## config.mk

```make
export PLATFORM = sky130hd
export DESIGN_NAME = wss_ctrl
export DESIGN_NICKNAME = d
export VERILOG_FILES = /design/src/sv/wss_pkg.sv /design/src/sv/wss_ctrl.sv
export SDC_FILE = /design/constraint.sdc
export NUM_CORES = 1
export LEC_CHECK = 0
export BUFFER_PORTS_ARGS = -buffer_cell sky130_fd_sc_hd__buf_4
export CAP_MARGIN = 15
export CORE_ASPECT_RATIO = 1.2
export CORE_UTILIZATION = 38
export DETAILED_ROUTE_END_ITERATION = 8
export SLEW_MARGIN = 30
export SYNTH_ARGS = -nofsm -noshare
export SYNTH_HDL_FRONTEND = slang
export SYNTH_SLANG_ARGS = --single-unit
```

## constraint.sdc

```tcl
create_clock -name clock -period 5.1 [get_ports clock]
set_input_delay 0 -clock clock [delete_from_list [all_inputs] [get_ports clock]]
set_output_delay 0 -clock clock [all_outputs]
set_load 0.02 [all_outputs]
```

## src/sv/wss_pkg.sv

```systemverilog
package wss_pkg;

   // Fraction bits of the Q16.16 values
   localparam int unsigned FRAC_BITS = 16;

   // Shared divider: 48-bit dividend (32-bit magnitude over 16 fraction bits)
   localparam int unsigned DIV_STEPS = 48;
   localparam int unsigned DIV_CNT_W = $clog2(DIV_STEPS);
   localparam int unsigned DIV_DVD_W = 48;
   localparam int unsigned DIV_DSR_W = 31;

   // Register values after reset
   localparam logic [30:0] RELAX_RESET  = 31'd3276800;
   localparam logic [30:0] TRAVEL_RESET = 31'd655360;
   localparam logic [30:0] RADIUS_RESET = 31'd2293760;
   localparam logic [30:0] MASS_RESET   = 31'd1310720;
   localparam logic [30:0] DAMP_RESET   = 31'd65536;
   localparam logic [30:0] STIFF_RESET  = 31'd65536;

   // Saturation limits of the signed Q16.16 range
   localparam logic signed [31:0] Q_MAX = 32'sh7FFF_FFFF;
   localparam logic signed [31:0] Q_MIN = 32'sh8000_0000;

   // Configuration register indexes
   typedef enum logic [2:0] {
      CSR_RELAX  = 3'd0,
      CSR_TRAVEL = 3'd1,
      CSR_RADIUS = 3'd2,
      CSR_MASS   = 3'd3,
      CSR_DAMP   = 3'd4,
      CSR_STIFF  = 3'd5
   } csr_index_type;

   // Operand pairs of the shared multiplier
   typedef enum logic [2:0] {
      MUL_ACCEL = 3'd0,
      MUL_T1    = 3'd1,
      MUL_SPEED = 3'd2,
      MUL_DAMP  = 3'd3,
      MUL_STIFF = 3'd4
   } mul_sel_type;

   // Operand pairs of the shared divider
   typedef enum logic {
      DIV_ACCEL = 1'b0,
      DIV_SPEED = 1'b1
   } div_sel_type;

   // Commands from the sequencer to the datapath
   typedef struct packed {
      logic        load_in;
      logic        limit;
      logic        ground;
      logic        mul_en;
      mul_sel_type mul_sel;
      logic        div_start;
      div_sel_type div_sel;
      logic        accel_latch;
      logic        t1_scale;
      logic        t1_half;
      logic        t2_scale;
      logic        move_sum;
      logic        move_clamp;
      logic        speed_latch;
      logic        length_update;
      logic        damp_scale;
      logic        stiff_scale;
      logic        force_sum;
      logic        out_load;
   } cmd_type;

   // Status from the datapath to the sequencer
   typedef struct packed {
      logic free;
      logic div_done;
   } status_type;

endpackage

```

## src/sv/wss_ctrl.sv

```systemverilog
// Step sequencer: walks the datapath through one suspension step
module wss_ctrl (
   input  logic                clock,
   input  logic                reset,
   input  logic                req_tvalid,
   output logic                req_tready,
   output logic                rsp_tvalid,
   input  logic                rsp_tready,
   output wss_pkg::cmd_type    cmd,
   input  wss_pkg::status_type status
);

   typedef enum logic [20:0] {
      ST_IDLE     = 21'h00_0001,
      ST_LIMIT    = 21'h00_0002,
      ST_GROUND   = 21'h00_0004,
      ST_ACC_GO   = 21'h00_0008,
      ST_ACC_WAIT = 21'h00_0010,
      ST_MUL_ACC  = 21'h00_0020,
      ST_T1_SCALE = 21'h00_0040,
      ST_MUL_T1   = 21'h00_0080,
      ST_T1_HALF  = 21'h00_0100,
      ST_MUL_SPD  = 21'h00_0200,
      ST_T2_SCALE = 21'h00_0400,
      ST_SUM      = 21'h00_0800,
      ST_CLAMP    = 21'h00_1000,
      ST_SPD_GO   = 21'h00_2000,
      ST_SPD_WAIT = 21'h00_4000,
      ST_LENGTH   = 21'h00_8000,
      ST_DAMP     = 21'h01_0000,
      ST_MUL_STF  = 21'h02_0000,
      ST_STIFF    = 21'h04_0000,
      ST_FORCE    = 21'h08_0000,
      ST_OUT      = 21'h10_0000
   } state_type;

   state_type state_ff, state_in;
   logic      rsp_valid_ff, rsp_valid_in;
   logic      slot_free;

   assign req_tready = (state_ff == ST_IDLE);
   assign slot_free  = !rsp_valid_ff || rsp_tready;

   always_comb begin
      state_in = state_ff;
      cmd      = '0;
      unique case (state_ff)
         ST_IDLE: begin
            if (req_tvalid) begin
               cmd.load_in = 1'b1;
               state_in    = ST_LIMIT;
            end
         end
         ST_LIMIT: begin
            cmd.limit = 1'b1;
            state_in  = ST_GROUND;
         end
         // Free wheel integrates the last force; otherwise go to speed
         ST_GROUND: begin
            cmd.ground = 1'b1;
            state_in   = ST_ACC_GO;
         end
         ST_ACC_GO: begin
            if (status.free) begin
               cmd.div_start = 1'b1;
               cmd.div_sel   = wss_pkg::DIV_ACCEL;
               state_in      = ST_ACC_WAIT;
            end else begin
               state_in = ST_SPD_GO;
            end
         end
         ST_ACC_WAIT: begin
            cmd.div_sel = wss_pkg::DIV_ACCEL;
            if (status.div_done) begin
               cmd.accel_latch = 1'b1;
               state_in        = ST_MUL_ACC;
            end
         end
         ST_MUL_ACC: begin
            cmd.mul_en  = 1'b1;
            cmd.mul_sel = wss_pkg::MUL_ACCEL;
            state_in    = ST_T1_SCALE;
         end
         ST_T1_SCALE: begin
            cmd.t1_scale = 1'b1;
            state_in     = ST_MUL_T1;
         end
         ST_MUL_T1: begin
            cmd.mul_en  = 1'b1;
            cmd.mul_sel = wss_pkg::MUL_T1;
            state_in    = ST_T1_HALF;
         end
         ST_T1_HALF: begin
            cmd.t1_half = 1'b1;
            state_in    = ST_MUL_SPD;
         end
         ST_MUL_SPD: begin
            cmd.mul_en  = 1'b1;
            cmd.mul_sel = wss_pkg::MUL_SPEED;
            state_in    = ST_T2_SCALE;
         end
         ST_T2_SCALE: begin
            cmd.t2_scale = 1'b1;
            state_in     = ST_SUM;
         end
         ST_SUM: begin
            cmd.move_sum = 1'b1;
            state_in     = ST_CLAMP;
         end
         ST_CLAMP: begin
            cmd.move_clamp = 1'b1;
            state_in       = ST_SPD_GO;
         end
         ST_SPD_GO: begin
            cmd.div_start = 1'b1;
            cmd.div_sel   = wss_pkg::DIV_SPEED;
            state_in      = ST_SPD_WAIT;
         end
         ST_SPD_WAIT: begin
            cmd.div_sel = wss_pkg::DIV_SPEED;
            if (status.div_done) begin
               cmd.speed_latch = 1'b1;
               state_in        = ST_LENGTH;
            end
         end
         // Length update and damper product share the cycle
         ST_LENGTH: begin
            cmd.length_update = 1'b1;
            cmd.mul_en        = 1'b1;
            cmd.mul_sel       = wss_pkg::MUL_DAMP;
            state_in          = ST_DAMP;
         end
         ST_DAMP: begin
            cmd.damp_scale = 1'b1;
            state_in       = ST_MUL_STF;
         end
         ST_MUL_STF: begin
            cmd.mul_en  = 1'b1;
            cmd.mul_sel = wss_pkg::MUL_STIFF;
            state_in    = ST_STIFF;
         end
         ST_STIFF: begin
            cmd.stiff_scale = 1'b1;
            state_in        = ST_FORCE;
         end
         ST_FORCE: begin
            cmd.force_sum = 1'b1;
            state_in      = ST_OUT;
         end
         // Hold until the result register is free
         ST_OUT: begin
            if (slot_free) begin
               cmd.out_load = 1'b1;
               state_in     = ST_IDLE;
            end
         end
         default: begin
            state_in = ST_IDLE;
         end
      endcase
   end

   // Result register valid flag
   always_comb begin
      priority if (cmd.out_load) begin
         rsp_valid_in = 1'b1;
      end else if (rsp_tready) begin
         rsp_valid_in = 1'b0;
      end else begin
         rsp_valid_in = rsp_valid_ff;
      end
   end

   always_ff @(posedge clock) begin
      if (reset) begin
         state_ff     <= ST_IDLE;
         rsp_valid_ff <= 1'b0;
      end else begin
         state_ff     <= state_in;
         rsp_valid_ff <= rsp_valid_in;
      end
   end

   assign rsp_tvalid = rsp_valid_ff;

endmodule

```

==> impl_metrics.toml, run 1 <==
[status]
status = "completed"

[logic_synthesis]
synth_top_cell_by_area = "dfxtp_1"
ys_types = 42
synthesis.area_um2 = 1340
synth_edf_count = 0
synthCells = 155
syn_area_per_cell_um2 = 8.65
ys_async_sr_fraction_pct = 0
synth_nets = 161
synthFlopType = "dfxtp_1"
synth_top_area_share_pct = 32.9
synth_seq_cells = 22
synth-seq-area-share_pct = 32.9
netlist_top_cells_area = "dfxtp_1 (33%), nor4_4 (7.9%), nor2_1 (5.6%)"
yosysWarnings = 0

[finish]
final_util_pct = 48.5
num_antenna_cells = 0
design_area_um2 = 1630
fin_nets = 190
drive_gt1_share_pct = 24.6
fin_cells = 220
area_growth_pct = 21.8

[timing]
period_needed_ns = 2.32
fin_crit_sh_pct = 45.4
tns_ns = 0
relSlewSlack_pct = 66.3
fin_ws_ns = 2.78
rsz0062_at_grt = "false"
report.final.setup_viol = 0
clock_skew_ns = 0.00563
fmax_mhz = 432
worstMarginPinSlew_ns = 0.502
drv_slew = 0
final-hold-violation-count = 0

[detailed_routing]
detail_route.first_pass.iterations = 4
vias = 1304
wl_um = 3570
viasPerCell = 5.93
wl_per_cell_um = 16.2
drt-initial-drc-count = 60
drcViolationCount = 0
drtAntennaViolNets = 0

[power_and_ir_drop]
p_leak_uw = 0.000695
ir_drop_v = 0.000152
power_density_nw_per_um2 = 218

[die]
dieArea_um2 = 3770
dieHeight_um = 67.1
core-area_um2 = 3370
die_w_um = 56.2
rows = 23
io_pins = 29
initial_core_util_pct = 39.8

[clocking]
cts_setup_buffers = 0
cts_tree = "built"
clockBufferDepth = 2
cts-resized-gates = 0
cts_hold_buf = 0
path_clk_slew_ns = 0.08
cts-root-buf = "clkbuf_8"
numCtsBuffers = 3
clock_sinks = 22
clk-insertion-delay-late_ns = 0.27
htreeDepth = 1

[global_route]
antenna_found_initial = 0
grt_pass1_vias = 1275
grt_pass1_wl_um = 5920
gr-usage-all-layers_pct = 20.6
grt_max_degree = 18
grt-ovfl-total = 0

[placed_design]
place_ws_ns = 2.83
dpl.hpwl_um = 2810
placedInstanceArea_um2 = 1580
dpl.cell_count = 216
numPortBuffers = 28
gp_congestion = 0.817

[job]
cap_violations = 0

[setup_path]
crit_family = "simple AND/OR/NAND/NOR gates"
path_max_fanout = 12
critPathMaxStageDelay_ns = 0.42
worstSetupPathType = "reg2reg"
endpoint_kind = "flop"
worstPathRequired_ns = 5.31
cp_num_buf_inv = 0
cp_slowest_cell = "nand3_1"
worstPathArrival_ns = 2.53
crit_path_cell_trace = "nor4_4 -> nand3_1 -> nor3_1 -> nor4_1 -> a41oi_2 -> and2_1"
start_kind = "flop"

[worst_hold_path]
hold_class = "in2reg"
[worst min-delay path, delay by kind of cell]
family | cells | cell delay, ns
buffers and inverters | 1 | 0.11
and+or+nand+nor | 1 | 0.09
AOI/OAI and AO/OA | 1 | 0.07
[final timing paths]
check / startpoint / endpoint / slack (ns) / cells past startpoint
worst max-delay path: state_ff[4] / state_ff[19] / 2.78 / 6
worst min-delay path: status[1] / state_ff[4] / 0.05 / 3
worst max register to register: state_ff[4] / state_ff[19] / 2.78 / 6
worst min register to register: state_ff[10] / state_ff[11] / 0.57 / 2
[cell families after synthesis]
kind of cell | Yosys count | synth area share [%]
AOI/OAI and AO/OA | 16 | 8.59
xor gates and xnor gates | 5 | 3.27
buffers and inverters | 8 | 2.61
DFF | 22 | 32.9
and+or+nand+nor | 104 | 52.7
[synthesized netlist by cell type, drive strengths merged (2+ instances only)]
library cell,count
a211oi,2
xor2,4
nand2,12
nor4,9
nor4b,5
nand3b,5
nor2,20
a21oi,2
nor2b,7
nand4,6
buf,3
nor3,15
inv,4
o21a,2
and4b,2
o21ai,4
nand4b,3
dfxtp,22
nor3b,4
nand3,4
and2,4
and4,3
[cells in the final DEF (no fill, tap or decap), types with 2 or more instances in the layout]
cell type / count
nor2_1: 20
nor4_4: 5
nor3_2: 2
nand2_1: 12
nand3_1: 4
clkbuf_8: 4
and4b_1: 2
and2_1: 4
a211oi_1: 2
a21oi_1: 2
and4_1: 3
inv_1: 4
o21ai_0: 4
nor4_1: 4
dfxtp_1: 22
nor2b_1: 7
nand4_1: 5
nor3_1: 12
nand3b_1: 5
nor3b_1: 4
nand4b_1: 3
o21a_1: 2
buf_4: 28
xor2_1: 4
nor4b_1: 4
[cell type report]
type	instances	area, µm²
multi-input cells	125	865
inverters	4	15.0
flip-flops and latches	22	440
fillers	344	1740
clock buffers	4	55.1
well taps	37	46.3
repair buffers	28	210
[per-stage QoR]
step	power [µW]	hold WS (ns)
after CTS	358	0.0494
final	356	0.0457
after global placement	230	0.330
after floorplan	215	0.173
after detailed placement	232	0.336
after global routing	373	0.0590
[registers in the layout, summed over array words and instances (netlist names)]
name	cells
rsp_tvalid	1
state_ff	21
[power by group]
part / leakage (µW) / total (µW) / internal (µW) / switching [µW]
clock: 0.0000288 / 128 / 68.9 / 58.9
sequential: 0.000178 / 177 / 173 / 3.50
combinational: 0.000488 / 51.1 / 19.2 / 32.0
[per-layer routing]
layer  share of wire [%]  vias to the layer above  wire (µm)  GRT usage, %
met5                   0                        -          0             0
met4                 3.9                        0        140          10.7
met3                 2.8                       12        100          2.72
met2                  51                       34       1840          37.4
met1                  42                      620       1500          23.5
li1                    -                      638          -             -
Power figures use the tool's default switching activity.
==> run 2: changes to the inputs <==
Clock period 5.1 ns to 2.2 ns, I/O delays scaled along.
==> run 2 against run 1 <==
- clock-buffer cell count fell by 1
- sequential power is 130% higher
- register-to-register slack got worse by 2.6 ns
- sequential cell count stayed put
- utilization up 2.8 points
- combinational power is 140% higher
- power is 120% higher
- die area is the same
- final cell count is 4.5% higher
- critical path type unchanged
- routed wire length shrank 2.2%
- clock power increased by 95%
==> impl_metrics.toml, run 2 (synthesis gave the netlist of run 1 again) <==
[clocking]
cts-root-buf = "clkbuf_8"
clk-insertion-delay-late_ns = 0.26
htreeDepth = 1
cts_tree = "built"
clockBufferDepth = 2
path_clk_slew_ns = 0.08
cts_hold_buf = 0
numCtsBuffers = 3
clock_sinks = 22

[die]
rows = 23
dieArea_um2 = 3770
io_pins = 29
core-area_um2 = 3370
dieHeight_um = 67.1
die_w_um = 56.2
initial_core_util_pct = 39.8

[finish]
area_growth_pct = 28.8
largest_reg_flops = 21
final_common_cell = "buf_4"
fillers = 339
num_antenna_cells = 0
fin_cells = 230
fin_nets = 201
largest_register = "state_ff"
drive_gt1_share_pct = 30.6
final_cell_mix = "buf_4 (39), dfxtp_1 (22), nor2_1 (20)"

[power_and_ir_drop]
power_uw = 782
ir_drop_v = 0.000282
power_density_nw_per_um2 = 453
p_leak_uw = 0.000749

[placed_design]
gp_congestion = 0.873
place_ws_ns = -0.00876
dpl.cell_count = 220
numPortBuffers = 28
dpl.hpwl_um = 2760

[timing]
relSlewSlack_pct = 73.9
fin_crit_sh_pct = 93.4
holdWs_ns = 0.0522
period_needed_ns = 2.06
clock_skew_ns = 0.00526
rsz0062_at_grt = "false"
fmax_mhz = 486
final-hold-violation-count = 0
report.final.setup_viol = 0
worstMarginPinSlew_ns = 0.390
drv_slew = 0
fin_ws_ns = 0.144

[detailed_routing]
drtAntennaViolNets = 0
wl_per_cell_um = 15.2
wl_um = 3500
vias = 1307
drt-initial-drc-count = 43
viasPerCell = 5.68
detail_route.first_pass.iterations = 4
drcViolationCount = 0

[setup_path]
worstPathRequired_ns = 2.41
critPathMaxStageDelay_ns = 0.38
worstSetupPathType = "reg2reg"
worstPathArrival_ns = 2.26
start_kind = "flop"
path_max_fanout = 6
crit_path_cell_trace = "nor4_4 -> buf_4 -> nand2_1 -> o32ai_2 -> nor4_1 -> a41oi_2 -> and2_1"
rrSetupSlack_ns = 0.14
cp_slowest_cell = "nor4_4"
endpoint_kind = "flop"

[global_route]
gr-usage-all-layers_pct = 19.3
grt_pass1_vias = 1236
grtUsageMet1_pct = 22.4
antenna_found_initial = 0
use_met3_pct = 1.94
global_route.usage.met2_pct = 37.2
grt_pass1_wl_um = 5640
top_usage_layer = "met2"
grt_max_degree = 18
grt-ovfl-total = 0

[job]
cap_violations = 0

[status]
status = "completed"

[worst_hold_path]
hold_class = "in2reg"
==> run 2: changes by cell type in the layout (fill, tap and decap cells not counted) <==
cell and change:
nor3_1 -1, nor4b_1 -2, o32ai_1 -1, nor4b_2 +2, o32ai_2 +1, buf_4 +11, clkbuf_8 -1, nor3_2 +1
==> run 2: routing by layer <==
layer  vias to the layer above  wire length [µm]
met4                         0                63
met1                       609              1490
li1                        657                 -
met2                        33              1840
met3                         8               103
met5                         -                 0
==> run 2: power breakdown <==
part	internal (µW)	switching (µW)
combinational	48.3	75.4
sequential	402	7.33
clock	122	127
==> run 2: worst paths after layout <==
kind,end,start,cells after the start
setup / recovery,state_ff[15],state_ff[3],7
hold reg to reg,state_ff[18],state_ff[17],2
setup reg to reg,state_ff[15],state_ff[3],7
hold / removal,state_ff[0],req_tvalid,3
==> run 2: stage by stage <==
stage	TNS (ns)	area [µm²]	util [%]
2_1_floorplan	-0.0670	1340	-
6_report	0	1730	51.2
3_3_place_gp	0	1610	47.7
4_1_cts	0	1670	49.6
5_1_grt	0	1730	51.2
3_5_place_dp	-0.00876	1610	47.7
==> run 2: what timing repair did <==
action                     CTS  global route
pin swaps                    2             3
resized for setup            0             4
cloned                       0             0
setup endpoints to repair    6             9
setup buffers                3             4
==> run 2: layout make-up <==
type	count	area, µm²	share of cell area (%)
repair buffers	39	293	17.0
multi-input cells	125	890	51.6
inverters	4	15.0	0.870
flip-flops and latches	22	440	25.5
well taps	37	46.3	2.68
clock buffers	3	41.3	2.39
==> run 2: critical path: cells and delay by family (launching register included) <==
family	cells	cell delay [ns]
and+or+nand+nor	4	0.78
AOI/OAI and AO/OA	2	0.66
buffers and inverters	1	0.21
DFF	1	0.37
==> run 3: changes to the inputs <==
Settings changed: CORE_MARGIN set to 1.5, CORE_UTILIZATION 38 to 57, PLACE_DENSITY set to 0.83.
Clock period 2.2 ns to 2.5 ns, I/O delays scaled along.
==> run 3 against run 2 <==
- hold slack worse by 0.023 ns
- die area is 30% lower
- critical path depth fell by 1
- first-iteration DRC count grew 21%
- combinational power decreased by 15%
- critical path type unchanged
- largest cell class unchanged
==> impl_metrics.toml, run 3 (synthesis gave the netlist of run 1 again) <==
[clocking]
cts_tree = "built"
path_clk_slew_ns = 0.12
htreeDepth = 1
clockBufferDepth = 2
cts-resized-gates = 0
cts-root-buf = "clkbuf_4"
numCtsBuffers = 3
clk-insertion-delay-late_ns = 0.32
clock_sinks = 22

[detailed_routing]
wl_per_cell_um = 15.7
wl_um = 3430
viasPerCell = 6.23
drcViolationCount = 0
drtAntennaViolNets = 0
drt-initial-drc-count = 52
vias = 1359
detail_route.first_pass.iterations = 4

[timing]
period_needed_ns = 2.30
relSlewSlack_pct = 66.5
fin_crit_sh_pct = 92.1
holdWs_ns = 0.0287
rsz0062_at_grt = "false"
drv_slew = 0
fmax_mhz = 434
tns_ns = 0
clock_skew_ns = 0.00446
worstMarginPinSlew_ns = 0.499
final-hold-violation-count = 0
report.final.setup_viol = 0

[worst_hold_path]
min_from = "rsp_tready"
hold_class = "in2reg"
min_path_cells = 4
hold_path_end = "rsp_tvalid"

[finish]
fin_nets = 194
area_growth_pct = 22.6
largest_reg_flops = 21
final_cell_mix = "buf_4 (29), dfxtp_1 (22), nor2_1 (20)"
final_common_cell = "buf_4"
drive_gt1_share_pct = 24.6
num_antenna_cells = 0
largest_register = "state_ff"

[setup_path]
r2r_cells = 6
worstPathRequired_ns = 2.78
endpoint_kind = "flop"
regToRegStartpoint = "state_ff[4]"
worstSetupPathType = "reg2reg"
r2r_end = "state_ff[19]"
start_kind = "flop"
path_max_fanout = 12
rrSetupSlack_ns = 0.20
worstPathArrival_ns = 2.58

[placed_design]
dpl.hpwl_um = 2650
gp_congestion = 0.877
numPortBuffers = 28

[global_route]
antenna_found_initial = 0
grt_max_degree = 18
gr-usage-all-layers_pct = 28.5
grt-ovfl-total = 0
grt_pass1_wl_um = 5420
grt_pass1_vias = 1280

[power_and_ir_drop]
ir_drop_v = 0.000360
power_uw = 670
power_density_nw_per_um2 = 408
p_leak_uw = 0.000704

[die]
io_pins = 29
core-area_um2 = 2260
initial_core_util_pct = 59.3
dieHeight_um = 56.1
rows = 19
dieArea_um2 = 2650
die_w_um = 47.3

[status]
status = "completed"

[job]
cap_violations = 0
==> run 3: cell types whose count changed in the layout (fill, tap and decap cells not counted), moves of 2 or more <==
cell,delta
buf_4,-10
nor4b_1,+2
clkbuf_8,-2
nor4b_2,-2
clkbuf_4,+3
dlygate4sd3_1,+3
==> run 3: what timing repair did <==
| item | 4_1_cts | 5_1_grt |
|---|---|---|
| endpoints found under the hold margin | 13 | 0 |
| hold buffers | 3 | 0 |
| buffers inserted | 0 | 0 |
==> run 3: worst max path at each step <==
stage	start	depth (start not counted)	slack, ns	end
floorplan	state_ff[0]	5	0.27	state_ff[19]
global placement	state_ff[4]	6	0.41	state_ff[19]
detailed placement	state_ff[4]	6	0.31	state_ff[15]
CTS	state_ff[1]	5	0.22	cmd[3]
global route	state_ff[4]	6	0.03	cmd[13]
finish	state_ff[4]	6	0.20	state_ff[19]
==> run 3: final cells by class <==
| cell class | count | area [µm²] |
|---|---|---|
| clock buffers | 4 | 36.3 |
| fillers | 183 | 616 |
| inverters | 4 | 15.0 |
| multi-input cells | 125 | 865 |
| flip-flops and latches | 22 | 440 |
| well taps | 31 | 38.8 |
| repair buffers | 32 | 248 |
==> run 3: through the flow <==
stage | std cells | util (%) | instance area, µm² | setup slack (ns)
2_1_floorplan | 155 | - | 1340 | 0.267
3_3_place_gp | 211 | 69.8 | 1580 | 0.413
3_5_place_dp | 211 | 69.8 | 1580 | 0.313
4_1_cts | 218 | 72.7 | 1640 | 0.220
5_1_grt | 218 | 72.7 | 1640 | 0.0338
6_report | 218 | 72.7 | 1640 | 0.197
==> run 3: layer usage <==
layer | share of wire (%) | vias to the layer above | track usage [%]
met5 | 0 | - | 0
met4 | 4.3 | 0 | 17.5
met3 | 3.4 | 13 | 4.87
met2 | 52 | 48 | 47.7
met1 | 40 | 658 | 31.2
li1 | - | 640 | -
==> run 3: critical path: stages (launching register included) <==
cell,delay [ns]
dfxtp_1,0.39
nor4_4,0.39
nand3_1,0.39
nor3_1,0.44
nor4_1,0.14
a41oi_2,0.32
and2_1,0.17
==> run 3: where the power goes <==
group | internal, µW | total (µW) | switching, µW
clock network | 89.3 | 203 | 114
registers | 354 | 361 | 6.56
logic | 42.2 | 106 | 63.8
